===== src/tspg_pkg.sv =====
`default_nettype none

package tspg_pkg;

    // Widths of counts and position
    localparam int STEP_W   = 16;
    localparam int POS_W    = 32;
    localparam int DELAY_W  = 14;
    localparam int SPEED_W  = 10;
    localparam int LIMIT_W  = 16;
    localparam int CFG_W    = 16;

    // Shared divider geometry
    localparam int DIVD_W   = 20;
    localparam int DIVR_W   = (STEP_W > SPEED_W) ? STEP_W : SPEED_W;
    localparam int DCNT_W   = $clog2(DIVD_W);

    // Timing constants, in ticks
    localparam logic [DELAY_W-1:0] SLOW_DELAY  = DELAY_W'(10000);
    localparam logic [DELAY_W-1:0] PULSE_TICKS = DELAY_W'(5);
    localparam logic [DELAY_W-1:0] SETUP_TICKS = DELAY_W'(5);
    localparam logic [DIVD_W-1:0]  US_PER_SEC  = DIVD_W'(1000000);

    localparam logic [SPEED_W-1:0] SPEED_MIN   = SPEED_W'(100);
    localparam logic [SPEED_W-1:0] SPEED_MAX   = SPEED_W'(1000);
    localparam logic [SPEED_W-1:0] SPEED_RESET = SPEED_W'(400);
    localparam logic [LIMIT_W-1:0] LIMIT_RESET = LIMIT_W'(50);

    // Configuration register indexes
    localparam logic CFG_MAX_SPEED   = 1'b0;
    localparam logic CFG_ACCEL_LIMIT = 1'b1;

endpackage

`default_nettype wire


===== src/tspg_div.sv =====
`default_nettype none

module tspg_div
    import tspg_pkg::*;
(
    input  wire logic              aclk,
    input  wire logic              aresetn,
    input  wire logic              start,
    input  wire logic [DIVD_W-1:0] dividend,
    input  wire logic [DIVR_W-1:0] divisor,
    output logic                   done,
    output logic [DIVD_W-1:0]      quotient
);

    logic              busy_reg,  busy_next;
    logic              done_reg,  done_next;
    logic [DCNT_W-1:0] count_reg, count_next;
    logic [DIVR_W-1:0] rem_reg,   rem_next;
    logic [DIVD_W-1:0] dvd_reg,   dvd_next;
    logic [DIVR_W-1:0] dsr_reg,   dsr_next;

    logic [DIVR_W:0]   shifted;
    logic [DIVR_W:0]   diff;
    logic              fits;

    // One quotient bit a cycle, restoring form
    always_comb begin
        shifted = {rem_reg, dvd_reg[DIVD_W-1]};
        diff    = shifted - {1'b0, dsr_reg};
        fits    = (shifted >= {1'b0, dsr_reg});

        busy_next  = busy_reg;
        done_next  = 1'b0;
        count_next = count_reg;
        rem_next   = rem_reg;
        dvd_next   = dvd_reg;
        dsr_next   = dsr_reg;

        if (start) begin
            busy_next  = 1'b1;
            count_next = DCNT_W'(DIVD_W - 1);
            rem_next   = '0;
            dvd_next   = dividend;
            dsr_next   = divisor;
        end else if (busy_reg) begin
            rem_next = fits ? diff[DIVR_W-1:0] : shifted[DIVR_W-1:0];
            dvd_next = {dvd_reg[DIVD_W-2:0], fits};
            if (count_reg == '0) begin
                busy_next = 1'b0;
                done_next = 1'b1;
            end else begin
                count_next = count_reg - 1'b1;
            end
        end
    end

    always_ff @(posedge aclk) begin
        if (!aresetn) begin
            busy_reg  <= 1'b0;
            done_reg  <= 1'b0;
            count_reg <= '0;
        end else begin
            busy_reg  <= busy_next;
            done_reg  <= done_next;
            count_reg <= count_next;
        end
        rem_reg <= rem_next;
        dvd_reg <= dvd_next;
        dsr_reg <= dsr_next;
    end

    assign done     = done_reg;
    assign quotient = dvd_reg;

endmodule

`default_nettype wire


===== src/trapezoid_step_pulse_generator_top.sv =====
`default_nettype none

// Channel   Handshake            Payload
// s_        s_valid / s_ready    s_action, s_move_steps
// m_        m_valid / m_ready    m_step_level, m_dir_level, m_driver_enable,
//                                m_moving, m_position, m_rejected
// cfg_      cfg_wen (no wait)    cfg_index, cfg_wdata
//
// A tick or a refused start gives its result in the cycle after the beat.
// An accepted start runs two divisions on the shared divider (cruise
// delay, then ramp increment) and gives its result once the second is done;
// when the ramp is empty the second is skipped and the first gives it.
// s_ready is high when no division runs and the previous result is taken or in the cycle it is.
// Synchronous active-low reset; no clearing pass.

module trapezoid_step_pulse_generator_top
    import tspg_pkg::*;
(
    input  wire logic             aclk,
    input  wire logic             aresetn,

    input  wire logic             s_valid,
    output logic                  s_ready,
    input  wire logic             s_action,
    input  wire logic [15:0]      s_move_steps,

    output logic                  m_valid,
    input  wire logic             m_ready,
    output logic                  m_step_level,
    output logic                  m_dir_level,
    output logic                  m_driver_enable,
    output logic                  m_moving,
    output logic signed [31:0]    m_position,
    output logic                  m_rejected,

    input  wire logic             cfg_wen,
    input  wire logic             cfg_index,
    input  wire logic [CFG_W-1:0] cfg_wdata
);

    typedef enum logic [1:0] {
        SQ_IDLE,
        SQ_DIV_TGT,
        SQ_DIV_INC
    } seq_t;

    typedef enum logic [2:0] {
        PH_IDLE   = 3'd0,
        PH_SETUP  = 3'd1,
        PH_ACCEL  = 3'd2,
        PH_CRUISE = 3'd3,
        PH_DECEL  = 3'd4
    } phase_t;

    seq_t               seq_reg,    seq_next;
    phase_t             phase_reg,  phase_next;
    logic [SPEED_W-1:0] speed_reg,  speed_next;
    logic [LIMIT_W-1:0] limit_reg,  limit_next;
    logic [DELAY_W-1:0] tick_reg,   tick_next;
    logic [DELAY_W-1:0] cur_reg,    cur_next;
    logic [DELAY_W-1:0] inc_reg,    inc_next;
    logic [DELAY_W-1:0] tgt_reg,    tgt_next;
    logic [STEP_W-1:0]  ramp_reg,   ramp_next;
    logic [STEP_W-1:0]  cruise_reg, cruise_next;
    logic [STEP_W-1:0]  left_reg,   left_next;
    logic [STEP_W-1:0]  len_reg,    len_next;
    logic [POS_W-1:0]   pos_reg,    pos_next;
    logic               drv_reg,    drv_next;
    logic               step_reg,   step_next;
    logic               dir_reg,    dir_next;
    logic               rej_reg,    rej_next;
    logic               mval_reg,   mval_next;

    logic               div_start;
    logic [DIVD_W-1:0]  div_dividend;
    logic [DIVR_W-1:0]  div_divisor;
    logic               div_done;
    logic [DIVD_W-1:0]  div_quot;

    tspg_div u_div (
        .aclk     (aclk),
        .aresetn  (aresetn),
        .start    (div_start),
        .dividend (div_dividend),
        .divisor  (div_divisor),
        .done     (div_done),
        .quotient (div_quot)
    );

    logic               s_beat;
    logic [STEP_W-1:0]  len_in;
    logic [STEP_W-1:0]  quarter;
    logic [STEP_W-1:0]  ramp_in;
    logic [SPEED_W-1:0] speed_c;
    logic               do_enter;
    logic [2:0]         enter_from;
    logic [STEP_W-1:0]  left_dec;

    assign s_ready = (seq_reg == SQ_IDLE) && (!mval_reg || m_ready);
    assign s_beat  = s_valid && s_ready;

    always_comb begin
        len_in  = STEP_W'(s_move_steps);
        quarter = len_in >> 2;
        ramp_in = (32'(quarter) > 32'(limit_reg)) ? STEP_W'(limit_reg) : quarter;
        if (speed_reg < SPEED_MIN) begin
            speed_c = SPEED_MIN;
        end else if (speed_reg > SPEED_MAX) begin
            speed_c = SPEED_MAX;
        end else begin
            speed_c = speed_reg;
        end
    end

    always_comb begin
        seq_next    = seq_reg;
        phase_next  = phase_reg;
        speed_next  = speed_reg;
        limit_next  = limit_reg;
        tick_next   = tick_reg;
        cur_next    = cur_reg;
        inc_next    = inc_reg;
        tgt_next    = tgt_reg;
        ramp_next   = ramp_reg;
        cruise_next = cruise_reg;
        left_next   = left_reg;
        len_next    = len_reg;
        pos_next    = pos_reg;
        drv_next    = drv_reg;
        step_next   = step_reg;
        dir_next    = dir_reg;
        rej_next    = rej_reg;
        mval_next   = mval_reg && !m_ready;

        div_start    = 1'b0;
        div_dividend = US_PER_SEC;
        div_divisor  = DIVR_W'(speed_c);
        do_enter     = 1'b0;
        enter_from   = 3'(PH_ACCEL);
        left_dec     = left_reg - 1'b1;

        if (cfg_wen) begin
            unique case (cfg_index)
                CFG_MAX_SPEED:   speed_next = cfg_wdata[SPEED_W-1:0];
                CFG_ACCEL_LIMIT: limit_next = LIMIT_W'(cfg_wdata);
                default:         ;
            endcase
        end

        unique case (seq_reg)
            SQ_IDLE: begin
                if (s_beat) begin
                    rej_next = 1'b0;
                    if (s_action) begin
                        if (phase_reg != PH_IDLE || len_in == '0) begin
                            rej_next  = 1'b1;
                            mval_next = 1'b1;
                        end else begin
                            len_next    = len_in;
                            ramp_next   = ramp_in;
                            cruise_next = len_in - {ramp_in[STEP_W-2:0], 1'b0};
                            cur_next    = SLOW_DELAY;
                            drv_next    = 1'b1;
                            dir_next    = 1'b1;
                            step_next   = 1'b0;
                            phase_next  = PH_SETUP;
                            tick_next   = SETUP_TICKS;
                            left_next   = '0;
                            div_start   = 1'b1;
                            seq_next    = SQ_DIV_TGT;
                        end
                    end else begin
                        mval_next = 1'b1;
                        if (phase_reg != PH_IDLE) begin
                            if (tick_reg <= DELAY_W'(1)) begin
                                if (phase_reg == PH_SETUP) begin
                                    do_enter   = 1'b1;
                                    enter_from = 3'(PH_ACCEL);
                                end else if (step_reg) begin
                                    step_next = 1'b0;
                                    tick_next = (phase_reg == PH_CRUISE) ? tgt_reg : cur_reg;
                                end else begin
                                    if (phase_reg == PH_ACCEL) begin
                                        cur_next = cur_reg - inc_reg;
                                    end else if (phase_reg == PH_DECEL) begin
                                        cur_next = cur_reg + inc_reg;
                                    end
                                    left_next = left_dec;
                                    if (left_dec == '0) begin
                                        do_enter   = 1'b1;
                                        enter_from = 3'(phase_reg) + 3'd1;
                                    end else begin
                                        step_next = 1'b1;
                                        tick_next = PULSE_TICKS;
                                    end
                                end
                            end else begin
                                tick_next = tick_reg - 1'b1;
                            end
                        end
                    end
                end
            end
            SQ_DIV_TGT: begin
                if (div_done) begin
                    tgt_next = DELAY_W'(div_quot);
                    if (ramp_reg != '0) begin
                        div_start    = 1'b1;
                        div_dividend = DIVD_W'(SLOW_DELAY - DELAY_W'(div_quot));
                        div_divisor  = DIVR_W'(ramp_reg);
                        seq_next     = SQ_DIV_INC;
                    end else begin
                        inc_next  = '0;
                        mval_next = 1'b1;
                        seq_next  = SQ_IDLE;
                    end
                end
            end
            SQ_DIV_INC: begin
                if (div_done) begin
                    inc_next  = DELAY_W'(div_quot);
                    mval_next = 1'b1;
                    seq_next  = SQ_IDLE;
                end
            end
            default: seq_next = SQ_IDLE;
        endcase

        // Move to the first phase that has steps, else finish the move
        if (do_enter) begin
            if (enter_from <= 3'(PH_ACCEL) && ramp_reg != '0) begin
                phase_next = PH_ACCEL;
                left_next  = ramp_reg;
                step_next  = 1'b1;
                tick_next  = PULSE_TICKS;
            end else if (enter_from <= 3'(PH_CRUISE) && cruise_reg != '0) begin
                phase_next = PH_CRUISE;
                left_next  = cruise_reg;
                step_next  = 1'b1;
                tick_next  = PULSE_TICKS;
            end else if (enter_from <= 3'(PH_DECEL) && ramp_reg != '0) begin
                phase_next = PH_DECEL;
                left_next  = ramp_reg;
                step_next  = 1'b1;
                tick_next  = PULSE_TICKS;
            end else begin
                pos_next   = pos_reg + POS_W'(len_reg);
                phase_next = PH_IDLE;
                step_next  = 1'b0;
                drv_next   = 1'b0;
                tick_next  = '0;
                left_next  = '0;
            end
        end
    end

    always_ff @(posedge aclk) begin
        if (!aresetn) begin
            seq_reg    <= SQ_IDLE;
            phase_reg  <= PH_IDLE;
            speed_reg  <= SPEED_RESET;
            limit_reg  <= LIMIT_RESET;
            tick_reg   <= '0;
            cur_reg    <= SLOW_DELAY;
            inc_reg    <= '0;
            tgt_reg    <= '0;
            ramp_reg   <= '0;
            cruise_reg <= '0;
            left_reg   <= '0;
            len_reg    <= '0;
            pos_reg    <= '0;
            drv_reg    <= 1'b0;
            step_reg   <= 1'b0;
            dir_reg    <= 1'b0;
            rej_reg    <= 1'b0;
            mval_reg   <= 1'b0;
        end else begin
            seq_reg    <= seq_next;
            phase_reg  <= phase_next;
            speed_reg  <= speed_next;
            limit_reg  <= limit_next;
            tick_reg   <= tick_next;
            cur_reg    <= cur_next;
            inc_reg    <= inc_next;
            tgt_reg    <= tgt_next;
            ramp_reg   <= ramp_next;
            cruise_reg <= cruise_next;
            left_reg   <= left_next;
            len_reg    <= len_next;
            pos_reg    <= pos_next;
            drv_reg    <= drv_next;
            step_reg   <= step_next;
            dir_reg    <= dir_next;
            rej_reg    <= rej_next;
            mval_reg   <= mval_next;
        end
    end

    // Outputs read straight from registers; the motion state only moves on a beat
    assign m_valid         = mval_reg;
    assign m_step_level    = step_reg;
    assign m_dir_level     = dir_reg;
    assign m_driver_enable = drv_reg;
    assign m_moving        = (phase_reg != PH_IDLE);
    assign m_position      = 32'($signed(pos_reg));
    assign m_rejected      = rej_reg;

endmodule

`default_nettype wire

===== config.mk =====
export PLATFORM = sky130hd
export DESIGN_NAME = trapezoid_step_pulse_generator_top
export DESIGN_NICKNAME = d
export VERILOG_FILES = /design/src/tspg_pkg.sv /design/src/tspg_div.sv /design/src/trapezoid_step_pulse_generator_top.sv
export SDC_FILE = /design/constraint.sdc
export NUM_CORES = 1
export LEC_CHECK = 0
export ABC_AREA = 1
export BUFFER_PORTS_ARGS = -buffer_cell sky130_fd_sc_hd__buf_2
export CAP_MARGIN = 20
export CORE_UTILIZATION = 62
export DETAILED_ROUTE_END_ITERATION = 8
export GPL_ROUTABILITY_DRIVEN = 0
export MAX_ROUTING_LAYER = met4
export PLACE_DENSITY_LB_ADDON = 0.08
export SLEW_MARGIN = 10
export SYNTH_ARGS = -nofsm -noshare
export SYNTH_HDL_FRONTEND = slang
export SYNTH_SLANG_ARGS = --single-unit
export TNS_END_PERCENT = 30

===== constraint.sdc =====
create_clock -name aclk -period 4.9 [get_ports aclk]
set_clock_uncertainty 0.1 [all_clocks]
set_input_delay 0.49 -clock aclk [delete_from_list [all_inputs] [get_ports aclk]]
set_output_delay 0.49 -clock aclk [all_outputs]
set_load 0.01 [all_outputs]

# Yosys cells after proc, flatten, opt, wreduce, memory -nomap -nowiden
# Index checks and enable logic that the tools add are counted.
classes:
  add_sub_neg: 10
  multipliers: 0
  div: 0
  order_cmp: 8
  eq_ne: 22
  n_shift: 0
  muxes: 124
  bitwise: 8
  n_reduce_logical: 45
op_table:
  columns: ["cell", "count"]
  rows:
  - ["$mux 14", 22]
  - ["$mux 16", 14]
  - ["$mux 20", 5]
  - ["$mux 3", 19]
  - ["$mux 10", 5]
  - ["$mux 1", 46]
  - ["$add 32x16->32", 1]
  - ["$logic_not 16->1", 2]
  - ["$reduce_bool 16->1", 2]
  - ["$sub 16x16->16", 2]
  - ["$pmux 14 s2", 1]
  - ["$ne 2x2->1 const B", 9]
  - ["$ge 17x16->1", 1]
  - ["$gt 14x16->1", 1]
  - ["$reduce_and 4->1", 4]
  - ["$sub 16x1->16 const B", 1]
  - ["$mux 5", 3]
  - ["$sub 14x14->15 const A", 1]
  - ["$add 14x14->14", 1]
  - ["$le 14x1->1 const B", 1]
  - ["$reduce_bool 2->1", 7]
  - ["$sub 14x1->14 const B", 1]
  - ["$sub 14x14->14", 1]
  - ["$mux 2", 6]
  - ["34 further kinds", 61]
word_totals:
  regBits: 247
  latchBits: 0
  ramBits: 0
  mem_bits_ro: 0
  input_bits: 39
  out_inout_bits: 39
  word_cells: 243
  mem_count: 0

# Logic depth before layout (Yosys ltp)
logic_depth:
  word_depth: 16
  depth_mapped: 27
  depth_no_buf: 26

# Cells and area by module
# Synthesis repeated with hierarchy kept, for this count alone.
unflattened:
  hier_cells: 2343
  hier_area_um2: 15851.5
by_module_without_submodules:
  columns: ["module", "instances", "cells_per_inst", "area_per_inst_um2", "seq_area_each_um2"]
  rows:
  - ["trapezoid_step_pulse_generator_top", 1, 1873, 12268.0, 3743.6]
  - ["tspg_div", 1, 470, 3583.4, 1541.5]

# Worst setup path before layout
# OpenSTA, ideal clock, no wires.
synth_path:
  kind: "input-to-reg"
  from: "input s_move_steps[3]"
  to: "register cruise_reg[11]"
  setup_time_ns: 0.128
  t_arrival_ns: 3.681
  required_ns: 4.672
  setup_slack_ns: 0.991
  stages: 22
  n_path_buf: 1
  cell_sequence: "ha_1 > inv_1 > nor2_1 > nor2_1 > o21a_1 > o211ai_1 > nand2_1 > o221ai_1 > nand2_1 > clkbuf_1 > nor2_1 > a21oi_1 > ha_1 > fa_1 > o21ai_0 > a31oi_1 > o21ai_0 > a21oi_1 > nor2_1 > nor2_1 > xor2_1 > a21oi_1"
synth_between:
  elab_cells_between_ends: 7
  classes_between: "add/sub: 1; order compare: 1; mux: 1; bitwise: 1; reduce/logical: 3"
synth_rtl:
  columns: ["item", "line", "text"]
  rows:
  - ["from (decl)", "trapezoid_step_pulse_generator_top.sv:25", "input wire logic [15:0] s_move_steps,"]
  - ["$gt 14x16->1", "trapezoid_step_pulse_generator_top.sv:105", "ramp_in = (32'(quarter) > 32'(limit_reg)) ? STEP_W'(limit_reg) : quarter;"]
  - ["$mux 16", "trapezoid_step_pulse_generator_top.sv:105", null]
  - ["net ramp_in[0]", "trapezoid_step_pulse_generator_top.sv:93", "logic [STEP_W-1:0] ramp_in;"]
  - ["$sub 16x16->16", "trapezoid_step_pulse_generator_top.sv:161", "cruise_next = len_in - {ramp_in[STEP_W-2:0], 1'b0};"]
  - ["to (signal assigned)", "trapezoid_step_pulse_generator_top.sv:287", "cruise_reg <= cruise_next;"]
  - ["to (decl)", "trapezoid_step_pulse_generator_top.sv:64", "logic [STEP_W-1:0] cruise_reg, cruise_next;"]
# The timed path passes the listed nets, and every way through them passes these cells.
# A chain may end at the register's enable or synchronous reset.

# Worst setup path in the final report
layout_path:
  from: "register limit_reg[7]"
  to: "register cruise_reg[11]"
layout_between:
  elab_chain_cells: 3
layout_lines:
  columns: ["item", "line", "text"]
  rows:
  - ["from (decl)", "trapezoid_step_pulse_generator_top.sv:58", "logic [LIMIT_W-1:0] limit_reg, limit_next;"]
  - ["from (signal assigned)", "trapezoid_step_pulse_generator_top.sv:281", "limit_reg <= limit_next;"]
  - ["$gt 14x16->1", "trapezoid_step_pulse_generator_top.sv:105", null]
  - ["$mux 16", "trapezoid_step_pulse_generator_top.sv:105", null]
  - ["net ramp_in[0]", "trapezoid_step_pulse_generator_top.sv:93", null]
  - ["$sub 16x16->16", "trapezoid_step_pulse_generator_top.sv:161", null]
# The timed path passes the listed nets, and every way through them passes these cells.

==> flow_metrics.env <==
export IMPL_status="completed"
export IMPL_die_area_um2=25090
export IMPL_synth_area_leaders="dfxtp_1, nand2_1, a21oi_1"
export IMPL_syn_inst=2196
export IMPL_regToRegEndpoint="cruise_reg[11]"
export IMPL_dr_pass1_iters=6
export IMPL_hp_start="cfg_wdata[8]"
export IMPL_irDropWorstVdd_v=0.0003525
export IMPL_period_needed_ns=4.317
export IMPL_grt_remaining_overflow=0
export IMPL_critPathCapture="cruise_reg[11]"
export IMPL_synth_common_cells="nand2_1, inv_1, a21oi_1"
export IMPL_path_clk_slew_ns=0.06
export IMPL_drv_cap=0
export IMPL_hp_class="in2reg"
export IMPL_hold_buffers=0
export IMPL_synthesis_nets=2325
export IMPL_combPwrFrac=0.287
export IMPL_slew_viol_final=0
export IMPL_crit_arrival_ns=4.62
export IMPL_crit_fanout=15
export IMPL_crit_family="compound AO/OA/AOI/OAI gates"
export IMPL_crit_path_end_kind="flop"
export IMPL_max_freq_mhz=231.6
export IMPL_clockBufferDepth=3
export IMPL_cp_required_ns=5.20
export IMPL_setup_viol=0
export IMPL_netlist_area_um2=15170
export IMPL_grt_max_degree=83
export IMPL_path_cells="inv_1 > ha_1 > nand2_1 > inv_1 > nand3_1 > nor3_1 > nand2_1 > nand2_1 > a21oi_1 > ha_1 > fa_1 > o21ai_0 > a31oi_1 > o21ai_0 > a21oi_1 > nor2_1 > nor2_1 > xor2_1 > a21oi_1"
export IMPL_power_frac_clock=0.328
export IMPL_largest_register_ff_count=32
export IMPL_period_share=0.8810
export IMPL_fin_util=0.7002
export IMPL_fin_cells=2576
export IMPL_cp_depth=19
export IMPL_timing_slew_headroom=0.2765
export IMPL_grt_pass1_vias=13310
export IMPL_worst_setup_path_type="reg2reg"
export IMPL_ctsResizeCount=0
export IMPL_fin_setup_tns_ns=0
export IMPL_clk_latency_ns=0.54
export IMPL_cp_num_buf_inv=2
export IMPL_cpPeakStageDelay_ns=0.47
export IMPL_ys_ff_latch=246
export IMPL_power_leakage_nw=7.595
export IMPL_p_sw_w=0.002169
export IMPL_rr_worst_depth=19
export IMPL_internal_power_w=0.004075
export IMPL_core_area_um2=23750
export IMPL_vias=14670
export IMPL_yosys_area_top_type_share=0.2772
export IMPL_drive_gt1_frac=0.07181
export IMPL_first_iter_violations=1223
export IMPL_num_rows=56
export IMPL_synth_simple_gate_area_frac=0.2494
export IMPL_io_pins=78
export IMPL_port_buffers=77
export IMPL_synthMuxAreaShare=0
export IMPL_die_h_um=158.4
export IMPL_clockRootBuffer="clkbuf_16"
export IMPL_synth_most_common_cell="nand2_1"
export IMPL_drtAntennaViolNets=0
export IMPL_initial_core_util=0.6386
export IMPL_r2r_start="limit_reg[7]"
export IMPL_finalHoldViolations=0
export IMPL_post_drt_wl_per_cell_um=15.27
export IMPL_synth_top_family_by_area="simple AND/OR/NAND/NOR gates"
export IMPL_cts_tree="yes"
export IMPL_die_w_um=158.4
export IMPL_numClockSinks=246
export IMPL_synth_compound_area_frac=0.1915
export IMPL_r2r_setup_slack_ns=0.58
export IMPL_crit_start="limit_reg[7]"
export IMPL_synth_cell_type_count=53
export IMPL_cts_setup_buffers=0
export IMPL_grtUsageTotal=0.3233
export IMPL_cts_buffers=27
export IMPL_synthFlopType="dfxtp_1"
export IMPL_yosys_area_share_xor_xnor=0.04446
export IMPL_yosys_warnings=0
export IMPL_drc=0
export IMPL_rsz0062_at_grt="no"
export IMPL_avgSynthCellArea_um2=6.907
export IMPL_p_seq_frac=0.386
export IMPL_ys_seq_area_frac=0.3484
export IMPL_worstMarginPinSlew_ns=1.081
export IMPL_slowest_stage="nand2_1"
export IMPL_antenna_found_initial=1
export IMPL_powerDensity_nw_per_um2=375.5
export IMPL_switching_share=0.3474
export IMPL_cts_max_level=1
export IMPL_startpoint_type="flop"
export IMPL_placed_cells_incl_taps=2527
export IMPL_drt_total_wl_um=39340
export IMPL_async_reset_ff_frac=0
export IMPL_synth_edff_count=36
export IMPL_hpwl_um=28120
export IMPL_viasPerCell=5.695
export IMPL_syn2layout_area_growth_pct=9.651
export IMPL_nets=2366
export IMPL_grt_pass1_wl_um=63540
export IMPL_synth_adder_area_share=0.07622
export IMPL_synth_top_cell_by_area="dfxtp_1"
-- placed cells by master, fill, tap and decap left out, types with 5 or more instances in the layout --
cell type,instances
a31oi_1,8
o32ai_1,5
nor3_1,39
dfxtp_1,210
clkbuf_16,27
o21ai_0,185
nand3_1,84
clkbuf_1,6
inv_1,269
buf_2,76
clkbuf_8,6
nand2_1,517
nor2_2,7
buf_4,14
a21o_1,5
edfxtp_1,36
nor4_1,13
xnor2_1,29
ha_1,86
o22ai_1,15
and2_1,12
or2_2,6
o211ai_1,41
nand4_1,22
nor2_1,183
xor2_1,48
a21oi_1,239
-- layer usage --
layer	vias to the layer above	share of wire	track usage
li1	7376	-	-
met5	-	0	-
met4	0	0.035	0.1250
met1	6768	0.44	0.4065
met2	442	0.46	0.5292
met3	84	0.060	0.04083
-- tightest hold or removal path: cells and delay by family --
family / cells / cell delay [ns]
AOI/OAI and AO/OA: 1 / 0.07
buffers and inverters: 1 / 0.08
and+or+nand+nor: 1 / 0.05
-- final cells by class --
class	instances	area, um^2
Timing Repair Buffer	90	485.5
Clock buffer	39	780.7
Antenna cell	1	2.502
Sequential cell	246	5285
Tap cell	319	399.1
Inverter	276	1036
Multi-Input combinational cell	1596	8537
Fill cell	2042	7121
Clock inverter	9	106.4
-- kinds of logic after synthesis --
family | Yosys count
AND/OR/NAND/NOR | 899
buffers and inverters | 354
XOR/XNOR | 77
AO/OA/AOI/OAI | 530
adder cells (fa/ha/maj) | 90
flip-flops | 246
-- worst min path at each step --
stage	to	cells past startpoint
2_1_floorplan	u_div.rem_reg[15]	2
4_1_cts	speed_reg[8]	3
6_report	speed_reg[8]	3
3_3_place_gp	m_dir_level	1
5_1_grt	speed_reg[8]	3
3_5_place_dp	m_dir_level	1
-- per-stage QoR --
| step | area, um^2 | hold WS (ns) | power, W | worst slack, ns |
|---|---|---|---|---|
| after floorplan | 15170 | 0.3291 | 0.003794 | 0.9909 |
| after global placement | 15740 | 0.3433 | 0.004157 | 0.5411 |
| after detailed placement | 15740 | 0.3491 | 0.004195 | 0.4414 |
| after CTS | 16620 | 0.08994 | 0.006229 | 0.6599 |
| after global routing | 16630 | 0.09684 | 0.006600 | 0.1766 |
| final | 16630 | 0.09959 | 0.006245 | 0.5830 |
-- power groups by stage --
stage	clock, W	sequential, W	combinational [W]
2_1_floorplan	0	0.00239	0.00140
3_3_place_gp	0	0.00244	0.00172
3_5_place_dp	0	0.00244	0.00175
4_1_cts	0.00206	0.00240	0.00177
5_1_grt	0.00214	0.00243	0.00203
6_report	0.00205	0.00241	0.00179
Note: power is estimated with default switching activity, not from simulation.
